`src/lz77_stream_decompressor_macros.svh`:
```
// Assertion macros for the LZ77 stream decompressor.
// Used by the top level; expects clk and rst_n in scope.
`ifndef LZ77_STREAM_DECOMPRESSOR_MACROS_SVH
`define LZ77_STREAM_DECOMPRESSOR_MACROS_SVH

// property must hold on every clock outside reset
`define LZSD_ASSERT(lbl, prop, msg) \
  lbl: assert property (@(posedge clk) disable iff (!rst_n) prop) else $error(msg);

// expression must never be true outside reset
`define LZSD_NEVER(lbl, expr, msg) \
  lbl: assert property (@(posedge clk) disable iff (!rst_n) !(expr)) else $error(msg);

`endif

```
`src/lz77sd_pkg.sv`:
```
// Shared types and constants of the LZ77 stream decompressor.
// No dependencies; imported by the top level, the core and the output register.
package lz77sd_pkg;

  localparam int WINDOW_DEPTH_DEF = 4096;
  localparam int LENGTH_BITS_DEF  = 24;

  localparam logic [1:0] WW_BYTE = 2'd1;
  localparam logic [1:0] WW_HALF = 2'd2;

  localparam logic [1:0] NB_NONE = 2'd0;
  localparam logic [1:0] NB_ONE  = 2'd1;
  localparam logic [1:0] NB_TWO  = 2'd2;

  typedef struct packed {
    logic [15:0] data;
    logic [1:0]  nbytes;
    logic        last;
  } lz_res_t;

endpackage

```
`src/lz77sd_obuf.sv`:
```
// Output result register between the decoder core and the master port.
// Depends on lz77sd_pkg.
module lz77sd_obuf (
  input  logic              clk,
  input  logic              rst_n,
  input  logic              push,
  input  lz77sd_pkg::lz_res_t res,
  output logic              space,
  output logic              out_valid,
  input  logic              out_ready,
  output lz77sd_pkg::lz_res_t out_res
);
  import lz77sd_pkg::*;

  logic    valid_r;
  lz_res_t res_r;

  assign space     = !valid_r || out_ready;
  assign out_valid = valid_r;
  assign out_res   = res_r;

  always_ff @(posedge clk) begin
    if (!rst_n) begin
      valid_r <= 1'b0;
    end else if (push) begin
      valid_r <= 1'b1;
    end else if (out_ready) begin
      valid_r <= 1'b0;
    end
    if (push) begin
      res_r <= res;
    end
  end

endmodule

```
`config.mk`:
```
export PLATFORM = sky130hd
export DESIGN_NAME = lz77sd_obuf
export DESIGN_NICKNAME = d
export VERILOG_FILES = /design/src/lz77_stream_decompressor_macros.svh /design/src/lz77sd_pkg.sv /design/src/lz77sd_obuf.sv
export SDC_FILE = /design/constraint.sdc
export NUM_CORES = 1
export LEC_CHECK = 0
export ABC_AREA = 1
export BUFFER_PORTS_ARGS = -buffer_cell sky130_fd_sc_hd__buf_2
export CORE_MARGIN = 1
export CORE_UTILIZATION = 40
export CTS_BUF_LIST = sky130_fd_sc_hd__clkbuf_4
export DETAILED_ROUTE_END_ITERATION = 6
export GPL_TIMING_DRIVEN = 0
export PLACE_DENSITY_LB_ADDON = 0.12
export REMOVE_ABC_BUFFERS = 1
export SLEW_MARGIN = 20
export SYNTH_ARGS = -nofsm -noshare
export SYNTH_HDL_FRONTEND = slang
export SYNTH_SLANG_ARGS = --single-unit
```
`constraint.sdc`:
```
create_clock -name clk -period 0.8 [get_ports clk]
set_clock_uncertainty 0.15 [all_clocks]
set_input_delay 0.08 -clock clk [delete_from_list [all_inputs] [get_ports clk]]
set_output_delay 0.08 -clock clk [all_outputs]
set_load 0.01 [all_outputs]
```
==> metrics.txt <==
vias after detailed routing=384; Leak=about 0.00042 uW; initial antenna violation count=0; share of the yosys chip area belonging to registers=95.7%; Synth Area in XOR/XNOR=0%; post-synth cell types=5; VDD IR-drop max=between 0.001 and 0.0015 V; Area Growth Syn to Fin=51.1%; Crit path arrival time=between 0.8 and 0.9 ns; Mean Syn Cell Area=between 20 and 25 um^2; commonest non-fill, non-tap cell in the layout=buf_2; setup slack after layout=-0.253 ns; storage element area=592 um^2; outcome=complete, but fails checks; max-slew violations=0; critical path's slowest cell=dfxtp_2; Worst Setup Path Type=flip-flop to output port; total grt overflow=0; I/O pin count=44; TritonCTS buffer count=3; largest family of logic cells by synthesized area=buffers and inverters; RD Place Congestion=just under 0.6; top-area cell type share of the netlist area=roughly 92%; synth top area cells=edfxtp_1 92%, dfxtp_1 3.2%, inv_1 1.8%; Max Freq=between 900 and 1000 MHz; Reg clk slew, reported paths=0.10 ns; diodes inserted=0; CTS tree=yes; drt first pass iters=3; cell family with most CP delay=flip-flops; largest net degree at the start of global routing=21; final setup vio count=24; most frequent cells in the layout=41 x buf_2, 19 x edfxtp_1, 4 x clkbuf_4; multi-input combinational cell area=15.0 um^2; DR WL/cell=around 11 um; Rows=13; RSZ-0062 raised after global routing=true; Die Y-Extent=41.3 um; final non-filler cell area=between 900 and 1000 um^2; post-synthesis mux area share=0%; # DRC=0; die extent in x=about 41 um; fin crit period=around 1.1 ns; Routed WL=between 1000 and 1500 um; CTS Sinks=20; Hold Crit Class=input pin to flip-flop; global-route usage over all layers=about an eighth; Antenna Nets Post-Route=0; synth warn=0; final hold vios=17; worst skew pair latency=between 0.2 and 0.3 ns; area leader, netlist=edfxtp_1; Post-Synth Simple-Gate Area=1.01%; Startpoint Class=flip-flop; fillers=106; crit-path max FO=2; nets=100; final core occ=68.2%; CP required=roughly 0.57 ns; PD cells=2110 nW/um^2; WP buf/inv=1; Die Area=1700 um^2; DP Wirelength=between 700 and 800 um; Post-DP Area=851 um^2; Max-slew headroom=between 70% and 80%; vias in the first global route=326; Max Buffers Root-to-Sink=2; share of cells above drive strength 1=between 60% and 70%; CTS Root Buffer Type=clkbuf_4; CP Capture Type=output port; # Max-Cap Violations=0; core footprint=around 1400 um^2; Mapped Area=between 600 and 700 um^2; critical path cell sequence=nand2_2, buf_6; depth of the CTS H-tree=1; first-pass GRT wire length=between 1000 and 1500 um; initial drt markers=4; Post-Synth Adder-Cell Area=0%; Hold WS=-0.184 ns; Slew @ Worst Pin=between 0.4 and 0.5 ns; Crit path largest cell delay=~0.36 ns; failing checks=hold timing, setup timing; post-synthesis cell count=25; IO Port Bufs=between 40 and 50; Tot Pwr=1970 uW; via/cell ratio=about 4.2; register bit total from synthesis=20; initial cell density of the core=a little under half; period utilisation layout=132%; post-synthesis compound-gate area fraction=approximately 1.4%
synth_stat cells (all sizes together):
master,instances
nand2,1
edfxtp,19
a21oi,1
inv,3
dfxtp,1
where the power goes:
part	switching (uW)	leakage (uW)	internal, uW
logic	109	0.000210	112
registers	18.0	0.000195	1230
clock network	267	0.0000184	227
total	394	0.000423	1570
layout make-up:
cell class,instances,share of cell area (%)
sequential,20,63.5
multi-input combinational,2,1.61
timing repair buffer,47,28.5
tap,15,2.01
inverter,3,1.21
clock buffer,4,3.22
through the flow:
step           worst slack (ns)  cells  setup TNS (ns)
2_1_floorplan            0.0135     25               0
3_3_place_gp             -0.147     83           -2.88
3_5_place_dp             -0.166     83           -3.27
4_1_cts                  -0.249     88           -4.78
5_1_grt                  -0.285     91           -5.62
6_report                 -0.253     91           -4.72
cell families after synthesis:
group	after synthesis
DFF	20
buffers and inverters	3
and+or+nand+nor	1
AOI/OAI and AO/OA	1
metal layers:
metal	vias to the layer above	share of wire [%]	global-route usage, %
li1	194	-	-
met2	22	53	21.5
met3	0	7.4	4.89
met5	-	0	0
met1	168	40	14.2
met4	0	0	2.42
sequential cells by signal, indices dropped and copies added (netlist names):
| register | count |
|---|---|
| out_valid | 1 |
| out_res | 19 |
timing repair:
item	CTS	global route
setup endpoints to repair	21	22
pin swaps	1	1
hold buffers	1	2
resized for setup	2	1
hold endpoints to repair	20	19
buffers inserted	0	1
path summary, 6_finish.rpt:
path | startpoint | end | slack [ns] | cells past startpoint
worst min-delay path | res[11] | out_res[11] | -0.18 | 1
worst max-delay path | out_valid | space | -0.25 | 2
worst max register to register | out_valid | out_valid | -0.06 | 3
worst min register to register | out_valid | out_valid | 0.44 | 3
worst register-to-register path: stages (launching register included):
cell	delay, ns
dfxtp_2	0.36
nand2_2	0.07
buf_4	0.13
a21oi_2	0.09
Note: power is estimated with default switching activity, not from simulation.
