File: config.mk
export PLATFORM = sky130hd
export DESIGN_NAME = lz77sd_core
export DESIGN_NICKNAME = d
export VERILOG_FILES = /design/src/lz77_stream_decompressor_macros.svh /design/src/lz77sd_pkg.sv /design/src/lz77sd_core.sv
export SDC_FILE = /design/constraint.sdc
export NUM_CORES = 1
export LEC_CHECK = 0
export BUFFER_PORTS_ARGS = -buffer_cell sky130_fd_sc_hd__clkbuf_2
export CORE_MARGIN = 3
export CORE_UTILIZATION = 59
export DETAILED_ROUTE_END_ITERATION = 8
export GPL_TIMING_DRIVEN = 0
export PLACE_DENSITY_LB_ADDON = 0.08
export REMOVE_ABC_BUFFERS = 1
export SETUP_SLACK_MARGIN = 0.1
export SLEW_MARGIN = 20
export SYNTH_ARGS = -nofsm -noshare
export SYNTH_HDL_FRONTEND = slang
export SYNTH_SLANG_ARGS = --single-unit
File: constraint.sdc
create_clock -name clk -period 4.2 [get_ports clk]
set_clock_uncertainty 0.05 [all_clocks]
set_input_delay 0.42 -clock clk [delete_from_list [all_inputs] [get_ports clk]]
set_output_delay 0.42 -clock clk [all_outputs]
set_load 0.01 [all_outputs]
File: src/lz77_stream_decompressor_macros.svh
// Assertion macros for the LZ77 stream decompressor.
// Used by the top level; expects clk and rst_n in scope.
`ifndef LZ77_STREAM_DECOMPRESSOR_MACROS_SVH
`define LZ77_STREAM_DECOMPRESSOR_MACROS_SVH

// property must hold on every clock outside reset
`define LZSD_ASSERT(lbl, prop, msg) \
  lbl: assert property (@(posedge clk) disable iff (!rst_n) prop) else $error(msg);

// expression must never be true outside reset
`define LZSD_NEVER(lbl, expr, msg) \
  lbl: assert property (@(posedge clk) disable iff (!rst_n) !(expr)) else $error(msg);

`endif

File: src/lz77sd_pkg.sv
// Shared types and constants of the LZ77 stream decompressor.
// No dependencies; imported by the top level, the core and the output register.
package lz77sd_pkg;

  localparam int WINDOW_DEPTH_DEF = 4096;
  localparam int LENGTH_BITS_DEF  = 24;

  localparam logic [1:0] WW_BYTE = 2'd1;
  localparam logic [1:0] WW_HALF = 2'd2;

  localparam logic [1:0] NB_NONE = 2'd0;
  localparam logic [1:0] NB_ONE  = 2'd1;
  localparam logic [1:0] NB_TWO  = 2'd2;

  typedef struct packed {
    logic [15:0] data;
    logic [1:0]  nbytes;
    logic        last;
  } lz_res_t;

endpackage

File: src/lz77sd_core.sv
// Stream parser and copy sequencer: header, flags, literals and references.
// Depends on lz77sd_pkg; drives the history memory and the output register.
module lz77sd_core #(
  parameter int WINDOW_DEPTH = lz77sd_pkg::WINDOW_DEPTH_DEF,
  parameter int LENGTH_BITS  = lz77sd_pkg::LENGTH_BITS_DEF,
  parameter int AW           = $clog2(WINDOW_DEPTH)
) (
  input  logic                clk,
  input  logic                rst_n,
  input  logic                in_valid,
  output logic                in_ready,
  input  logic [7:0]          in_byte,
  input  logic                in_first,
  input  logic [1:0]          write_width,
  input  logic                res_space,
  output logic                res_push,
  output lz77sd_pkg::lz_res_t res,
  output logic                busy,
  output logic                ram_we,
  output logic [AW-1:0]       ram_waddr,
  output logic [7:0]          ram_wdata,
  output logic                ram_re,
  output logic [AW-1:0]       ram_raddr,
  input  logic [7:0]          ram_rdata
);
  import lz77sd_pkg::*;

  typedef enum logic [3:0] {
    P_IDLE, P_LEN0, P_LEN1, P_LEN2, P_FLAGS, P_DATA, P_REF2, P_DONE, P_COPY
  } phase_t;

  phase_t               phase_r, phase_nxt;
  logic [AW-1:0]        wp_r, wp_nxt;
  logic [LENGTH_BITS-1:0] left_r, left_nxt;
  logic [7:0]           flag_r, flag_nxt;
  logic [3:0]           fl_r, fl_nxt;
  logic [7:0]           ref_r, ref_nxt;
  logic [7:0]           low_r, low_nxt;
  logic                 par_r, par_nxt;
  logic [AW-1:0]        src_r, src_nxt;
  logic [4:0]           len_r, len_nxt;
  logic                 pend_r, pend_nxt;
  logic                 fwd_r, fwd_nxt;
  logic [7:0]           fwd_data_r, fwd_data_nxt;

  logic                   acc, prod_en, endb, nf;
  logic [7:0]             prod_b;
  logic [LENGTH_BITS-1:0] left_dec;
  logic [23:0]            len_full;
  logic [AW-1:0]          dist_m1;

  assign in_ready  = (phase_r != P_COPY) && res_space;
  assign busy      = (phase_r == P_COPY);
  assign acc       = in_valid && in_ready;
  assign prod_b    = (phase_r == P_COPY) ? (fwd_r ? fwd_data_r : ram_rdata) : in_byte;
  assign prod_en   = (acc && !in_first && phase_r == P_DATA && !flag_r[7]) ||
                     (phase_r == P_COPY && pend_r && res_space);
  assign left_dec  = left_r - {{(LENGTH_BITS-1){1'b0}}, 1'b1};
  assign endb      = (left_dec == '0);
  assign len_full  = {in_byte, left_r[15:0]};
  assign dist_m1   = AW'({ref_r[3:0], in_byte});
  assign ram_waddr = wp_r;
  assign ram_wdata = prod_b;
  assign ram_raddr = src_r;

  always_comb begin
    phase_nxt    = phase_r;
    wp_nxt       = wp_r;
    left_nxt     = left_r;
    flag_nxt     = flag_r;
    fl_nxt       = fl_r;
    ref_nxt      = ref_r;
    low_nxt      = low_r;
    par_nxt      = par_r;
    src_nxt      = src_r;
    len_nxt      = len_r;
    pend_nxt     = pend_r;
    fwd_nxt      = fwd_r;
    fwd_data_nxt = fwd_data_r;
    res_push     = 1'b0;
    res          = '0;
    ram_we       = 1'b0;
    ram_re       = 1'b0;
    nf           = 1'b0;

    if (prod_en) begin
      ram_we   = 1'b1;
      wp_nxt   = wp_r + {{(AW-1){1'b0}}, 1'b1};
      left_nxt = left_dec;
      if (write_width == WW_HALF) begin
        if (!par_r) begin
          low_nxt  = prod_b;
          par_nxt  = 1'b1;
          res_push = endb;
          res      = '{data: 16'h0000, nbytes: NB_NONE, last: 1'b1};
        end else begin
          par_nxt  = 1'b0;
          res_push = 1'b1;
          res      = '{data: {prod_b, low_r}, nbytes: NB_TWO, last: endb};
        end
      end else begin
        res_push = 1'b1;
        res      = '{data: {8'h00, prod_b}, nbytes: NB_ONE, last: endb};
      end
    end

    if (acc) begin
      if (in_first) begin
        left_nxt  = '0;
        flag_nxt  = '0;
        fl_nxt    = '0;
        ref_nxt   = '0;
        low_nxt   = '0;
        par_nxt   = 1'b0;
        phase_nxt = P_LEN0;
      end else begin
        case (phase_r)
          P_LEN0: begin
            left_nxt = LENGTH_BITS'(in_byte);
            phase_nxt = P_LEN1;
          end
          P_LEN1: begin
            left_nxt[15:8] = in_byte;
            phase_nxt = P_LEN2;
          end
          P_LEN2: begin
            left_nxt = len_full[LENGTH_BITS-1:0];
            if (len_full[LENGTH_BITS-1:0] == '0) begin
              res_push  = 1'b1;
              res       = '{data: 16'h0000, nbytes: NB_NONE, last: 1'b1};
              phase_nxt = P_DONE;
            end else begin
              phase_nxt = P_FLAGS;
            end
          end
          P_FLAGS: begin
            flag_nxt  = in_byte;
            fl_nxt    = 4'd8;
            phase_nxt = P_DATA;
          end
          P_DATA: begin
            if (flag_r[7]) begin
              ref_nxt   = in_byte;
              phase_nxt = P_REF2;
            end else begin
              nf = 1'b1;
            end
          end
          P_REF2: begin
            src_nxt   = wp_r - dist_m1 - {{(AW-1){1'b0}}, 1'b1};
            len_nxt   = {1'b0, ref_r[7:4]} + 5'd3;
            pend_nxt  = 1'b0;
            phase_nxt = P_COPY;
          end
          default: begin
          end
        endcase
      end
    end

    if (phase_r == P_COPY) begin
      if (!pend_r) begin
        ram_re   = 1'b1;
        src_nxt  = src_r + {{(AW-1){1'b0}}, 1'b1};
        pend_nxt = 1'b1;
        fwd_nxt  = 1'b0;
      end else if (res_space) begin
        len_nxt = len_r - 5'd1;
        if (endb || len_r == 5'd1) begin
          pend_nxt = 1'b0;
          nf       = 1'b1;
        end else begin
          ram_re       = 1'b1;
          src_nxt      = src_r + {{(AW-1){1'b0}}, 1'b1};
          fwd_nxt      = (src_r == wp_r);
          fwd_data_nxt = prod_b;
        end
      end
    end

    if (nf) begin
      flag_nxt = {flag_r[6:0], 1'b0};
      fl_nxt   = fl_r - {3'b000, (fl_r != 4'd0)};
      if (prod_en && endb) begin
        phase_nxt = P_DONE;
      end else if (fl_nxt == 4'd0) begin
        phase_nxt = P_FLAGS;
      end else begin
        phase_nxt = P_DATA;
      end
    end
  end

  always_ff @(posedge clk) begin
    if (!rst_n) begin
      phase_r <= P_IDLE;
      wp_r    <= '0;
      left_r  <= '0;
      flag_r  <= '0;
      fl_r    <= '0;
      ref_r   <= '0;
      low_r   <= '0;
      par_r   <= 1'b0;
      pend_r  <= 1'b0;
      fwd_r   <= 1'b0;
    end else begin
      phase_r <= phase_nxt;
      wp_r    <= wp_nxt;
      left_r  <= left_nxt;
      flag_r  <= flag_nxt;
      fl_r    <= fl_nxt;
      ref_r   <= ref_nxt;
      low_r   <= low_nxt;
      par_r   <= par_nxt;
      pend_r  <= pend_nxt;
      fwd_r   <= fwd_nxt;
    end
    src_r      <= src_nxt;
    len_r      <= len_nxt;
    fwd_data_r <= fwd_data_nxt;
  end

endmodule
==> results of run 1 <==
## stage by stage
step                area, um2  hold slack, ns  setup WS, ns
floorplan                5872          0.3975        0.6856
global placement         6429          0.4182       -0.2787
detailed placement       6440          0.4280       -0.3711
CTS                      6691          0.3651        0.1020
global route             6744          0.4010        0.1439
finish                   6744          0.3812        0.3098
## cells in the final DEF (no fill, tap or decap), drive strengths merged, types with 7 or more instances in the layout
master | Yosys | routed
a211oi | 10 | 10
a21oi | 53 | 53
a311oi | 8 | 8
and2 | 7 | 7
and3 | 12 | 12
clkbuf | 28 | 87
dfxtp | 88 | 88
edfxtp | 8 | 8
ha | 21 | 21
inv | 38 | 39
mux2i | 16 | 16
nand2 | 63 | 63
nand2b | 7 | 7
nand3 | 27 | 27
nand4 | 10 | 10
nor2 | 117 | 117
nor3 | 21 | 21
nor4 | 8 | 8
o211a | 9 | 9
o211ai | 7 | 7
o21ai | 37 | 37
o22a | 8 | 8
o22ai | 8 | 8
or3 | 10 | 10
xnor2 | 31 | 31
xor2 | 28 | 28
## flip-flops by register name, summed over array words and instances (netlist names)
name / cells
par_r: 1
fwd_data_r: 8
fwd_r: 1
ref_r: 8
fl_r: 4
pend_r: 1
ram_raddr: 12
low_r: 8
flag_r: 8
ram_waddr: 12
phase_r: 4
len_r: 5
left_r: 24
## routing by layer
layer | track usage [%] | up-vias | part of all wire (%)
li1 | - | 2857 | -
met4 | 11.87 | 0 | 2.5
met5 | 0 | - | 0
met2 | 48.25 | 266 | 46
met1 | 42.09 | 2764 | 44
met3 | 4.275 | 40 | 7.6
## kinds of logic after synthesis
group	after synthesis	share of synthesized area, %
adders and majority gates	22	4.700
buffers and inverters	74	4.783
muxes	18	3.036
and+or+nand+nor	305	24.31
AOI/OAI and AO/OA	186	21.31
DFF	96	33.27
xor gates and xnor gates	59	8.588
## worst min-delay path, delay by kind of cell
family          cells  cell delay (ns)
buf+inv             1             0.18
compound gates      1             0.09
simple gates        1             0.08
## cell usage after synthesis, drive strengths merged, types with 8 or more instances
cell / count
nand4: 10
nor3: 21
dfxtp: 88
buf: 8
mux2i: 16
o22ai: 8
o21ai: 37
clkbuf: 28
o211a: 9
nand2: 63
or3: 10
edfxtp: 8
nand3: 27
a211oi: 10
o22a: 8
xor2: 28
inv: 38
nor4: 8
a21oi: 53
ha: 21
nor2: 117
a311oi: 8
and3: 12
xnor2: 31
## path summary, 6_finish.rpt
check | slack [ns] | cells past startpoint | to | start
setup / recovery | 0.31 | 8 | res[9] | phase_r[1]
hold / removal | 0.38 | 3 | ref_r[2] | in_byte[2]
setup reg to reg | 0.60 | 13 | ram_raddr[10] | left_r[1]
hold reg to reg | 0.44 | 2 | flag_r[7] | flag_r[6]
## final cells by class
cell class / instances / share of cell area, %
sequential: 96 / 29.68
multi-input combinational: 591 / 55.96
clock inverter: 7 / 1.169
tap: 133 / 2.468
clock buffer: 9 / 1.837
timing repair inverter: 1 / 0.07421
inverter: 38 / 2.171
timing repair buffer: 84 / 6.642
## timing repair
action                                  in CTS  in global routing
setup buffers                                3                  3
gates resized for setup                      3                  2
hold buffers                                 0                  0
pin swaps                                    3                  2
cloned                                       2                  0
endpoints found under the setup margin      32                 12
## report_power, final
part / switching [mW] / internal (mW) / total (mW)
logic: 0.108 / 0.0577 / 0.165
clock network: 0.359 / 0.280 / 0.639
registers: 0.0205 / 0.934 / 0.955
total: 0.487 / 1.27 / 1.76
==> impl_metrics.py, run 1 <==
metrics = {
    "run_status": {
        "status": "finished, final reports clean",
    },
    "timing": {
        "setup_viol": 0,
        "fin_tns_setup_ns": 0,
        "post-route-period-util_pct": 92.62,
        "tightest_slew_ns": 1.143,
        "min_period_ns": 3.890,
        "timing_hold_violations_final": 0,
        "slew_headroom_pct": 23.61,
        "fmax_mhz": 257.1,
        "slew_violations": 0,
        "rsz0062_at_grt": "false",
    },
    "layout": {
        "seqCellArea_um2": 2002,
        "utilization_pct": 68.37,
        "nets": 866,
        "antenna_cells": 0,
        "fin_cells": 959,
        "drive_above_1_share_pct": 15.13,
        "fillers": 844,
        "syn2layout_area_growth_pct": 12.08,
        "multi_input_area_um2": 3774,
    },
    "floorplan": {
        "core_um2": 9864,
        "rows": 36,
        "die_w_um": 107.0,
        "die_h_um": 107.0,
        "ios": 79,
        "die_area_um2": 11450,
        "start_util_pct": 61.00,
    },
    "cts": {
        "cts_made_buffers": 9,
        "clock_latency_ns": 0.38,
        "cts.root.buffer_cell": "clkbuf_8",
        "cts_num_sinks": 96,
        "clockBufferDepth": 2,
        "path_clk_slew_ns": 0.10,
        "htreeDepth": 3,
        "cts_tree": "done",
    },
    "synth": {
        "synth.largest_area_cell": "dfxtp_1",
        "yosysWarnings": 0,
        "synth_top_area_share_pct": 29.28,
        "syn_inst": 760,
        "synth_seq_area_share_pct": 33.27,
        "synthArstFlopShare_pct": 0,
        "ys_types": 68,
        "synth-seq-cells": 96,
        "syn_area_um2": 6017,
        "ys.flop_type": "dfxtp_1",
        "ys_top_cells_by_area": "dfxtp_1 (29%), nor2_1 (7.3%), xnor2_1 (4.5%)",
        "syn_area_per_cell_um2": 7.917,
        "synth_edf_count": 8,
    },
    "drt": {
        "wl_per_cell_um": 17.85,
        "finalWirelength_um": 17120,
        "drc": 0,
        "dr.pass1.iters": 5,
        "vias": 5927,
        "ant_nets": 0,
        "first_iter_violations": 533,
        "via_per_inst": 6.180,
    },
    "placed_design": {
        "hpwl_um": 11860,
        "globalplace.congestion": 0.8850,
        "dp_cells": 935,
        "io_buffers": 78,
    },
    "setup_path": {
        "start_kind": "flip-flop",
        "crit_fanout": 21,
        "worstSetupEndpointType": "primary output",
        "cpPeakStageDelay_ns": 0.71,
        "worst_ep_arrival_time_ns": 3.42,
        "worstPathRequired_ns": 3.73,
        "path_delay_family": "simple AND/OR/NAND/NOR gates",
        "crit_slowest_cell": "or4b_4",
        "path_buf_inv": 2,
        "crit_type": "reg2out",
        "crit_chain": "or4b_4 -> nand4_1 -> o21a_2 -> clkinvlp_4 -> and3_1 -> nand2_1 -> o21ai_0 -> clkbuf_2",
    },
    "global_routing": {
        "grt_use_total_pct": 30.46,
        "grt_first_pass_wirelength_um": 27880,
        "grt_max_degree": 47,
        "antenna_found_initial": 0,
        "overflow": 0,
        "first_global_vias": 5587,
    },
    "power_and_ir_drop": {
        "power.leakage_nw": 2.762,
        "power_density_nw_per_um2": 260.8,
        "vdd_drop_max_uv": 173.1,
        "total_power_mw": 1.759,
    },
    "job": {
        "cap_violations": 0,
    },
    "worst_hold_path": {
        "holdCritPathClass": "in2reg",
    },
}
No activity file was read; power rests on OpenSTA's default activity.
==> inputs of run 2 (changes only) <==
- CORE_UTILIZATION: 59 -> 55
==> impl_metrics.py, run 2 (synthesized netlist as in run 1, its figures left out) <==
metrics = {
    "placed_design": {
        "globalplace.congestion": 0.9503,
        "io_buffers": 78,
        "dp_cells": 938,
        "pre_cts_ws_ns": -0.3261,
        "hpwl_um": 12350,
    },
    "cts": {
        "cts_num_sinks": 96,
        "htreeDepth": 3,
        "clock_latency_ns": 0.38,
        "cts-hold-fix-buffers": 0,
        "cts_tree": "done",
        "cts.root.buffer_cell": "clkbuf_8",
        "cts_made_buffers": 9,
        "clockBufferDepth": 2,
        "path_clk_slew_ns": 0.09,
    },
    "timing": {
        "tightest_slew_ns": 0.9257,
        "slew_violations": 0,
        "min_period_ns": 3.886,
        "fin_tns_setup_ns": 0,
        "rsz0062_at_grt": "false",
        "fin_ws_ns": 0.3137,
        "setup_viol": 0,
        "post-route-period-util_pct": 92.53,
        "slew_headroom_pct": 37.64,
        "timing_hold_violations_final": 0,
        "fmax_mhz": 257.3,
    },
    "drt": {
        "vias": 5851,
        "via_per_inst": 6.101,
        "first_iter_violations": 610,
        "wl_per_cell_um": 18.19,
        "finalWirelength_um": 17440,
        "dr.pass1.iters": 5,
        "drc": 0,
        "ant_nets": 0,
    },
    "global_routing": {
        "grt_use_total_pct": 28.23,
        "antenna_found_initial": 0,
        "grt_first_pass_wirelength_um": 28390,
        "first_global_vias": 5472,
        "grt_max_degree": 47,
        "overflow": 0,
    },
    "layout": {
        "top_register": "left_r",
        "layout_commonest_cell": "nor2_1",
        "drive_above_1_share_pct": 14.46,
        "fin_cells": 959,
        "largest_reg_flops": 24,
        "utilization_pct": 63.82,
        "nets": 863,
        "antenna_cells": 0,
        "syn2layout_area_growth_pct": 10.98,
        "final_cell_mix": "nor2_1 (117), dfxtp_1 (88), clkbuf_2 (78)",
    },
    "setup_path": {
        "worst_ep_arrival_time_ns": 3.42,
        "reg2reg_from": "left_r[1]",
        "worstPathRequired_ns": 3.73,
        "crit_path_start": "phase_r[1]",
        "crit_fanout": 21,
        "crit_chain": "or4b_4 -> nand4_1 -> o21a_2 -> clkinvlp_4 -> and3_1 -> nand2_1 -> o21ai_0 -> clkbuf_2",
        "crit_type": "reg2out",
        "cpPeakStageDelay_ns": 0.71,
        "start_kind": "flip-flop",
        "crit_slowest_cell": "or4b_4",
        "worstSetupEndpointType": "primary output",
    },
    "floorplan": {
        "ios": 79,
        "core_um2": 10460,
        "die_w_um": 110.6,
        "start_util_pct": 57.51,
        "die_area_um2": 12230,
        "die_h_um": 110.6,
        "rows": 37,
    },
    "power_and_ir_drop": {
        "vdd_drop_max_uv": 213.1,
        "power.leakage_nw": 2.739,
        "power_density_nw_per_um2": 254.2,
        "total_power_mw": 1.697,
    },
    "job": {
        "cap_violations": 0,
    },
    "worst_hold_path": {
        "min_from": "in_byte[2]",
        "holdCritPathClass": "in2reg",
    },
    "run_status": {
        "status": "finished, final reports clean",
    },
}
-- run 2: changes by cell type in the layout (fill, tap and decap cells not counted), sizes merged --
cell and delta:
clkinvlp -3, clkinv +1, inv -2, clkbuf +5, bufinv -1, buf -3
-- run 2: metrics by stage --
| step | hold WS, ns | instance area, um2 |
|---|---|---|
| 2_1_floorplan | 0.3975 | 5872 |
| 3_3_place_gp | 0.4067 | 6432 |
| 3_5_place_dp | 0.4120 | 6439 |
| 4_1_cts | 0.3623 | 6649 |
| 5_1_grt | 0.3727 | 6678 |
| 6_report | 0.3788 | 6678 |
-- run 2: path summary, 6_finish.rpt --
kind / end / slack, ns / depth (start not counted)
max: res[8] / 0.31 / 8
min: ref_r[2] / 0.38 / 3
max reg2reg: phase_r[3] / 0.53 / 11
min reg2reg: flag_r[7] / 0.42 / 2
-- run 2: critical path, delay by kind of cell, from the launching register on --
| kind | cells | cell delay (ns) |
|---|---|---|
| buf+inv | 2 | 0.55 |
| flops | 1 | 0.48 |
| compound gates | 2 | 0.53 |
| simple gates | 4 | 1.48 |
-- run 2: cell type report --
cell class	instances	area, um2
Timing Repair Buffer	81	412.9
Clock buffer	14	162.7
Sequential cell	96	2002
Multi-Input combinational cell	591	3765
Tap cell	136	170.2
Timing Repair inverter	1	5.005
Inverter	38	146.4
Clock inverter	2	13.76
Fill cell	938	3785
-- run 2: routing by layer --
metal | GRT usage [%] | vias to the layer above | wire [um]
met1 | 37.99 | 2786 | 7782
li1 | - | 2846 | -
met3 | 4.712 | 34 | 891
met4 | 10.34 | 0 | 483
met5 | 0 | - | 0
met2 | 45.59 | 185 | 8284
-- run 2: report_power, final --
group / switching [mW] / internal, mW / leakage (nW)
Clock: 0.327 / 0.249 / 0.0907
Combinational: 0.108 / 0.0585 / 1.87
Sequential: 0.0206 / 0.934 / 0.783
Total: 0.456 / 1.24 / 2.74
-- run 2: what timing repair did --
| action | 4_1_cts | 5_1_grt |
|---|---|---|
| gates cloned | 2 | 0 |
| pin swaps | 3 | 3 |
| setup endpoints to repair | 30 | 11 |
| setup buffers | 1 | 2 |
| resized for setup | 3 | 1 |
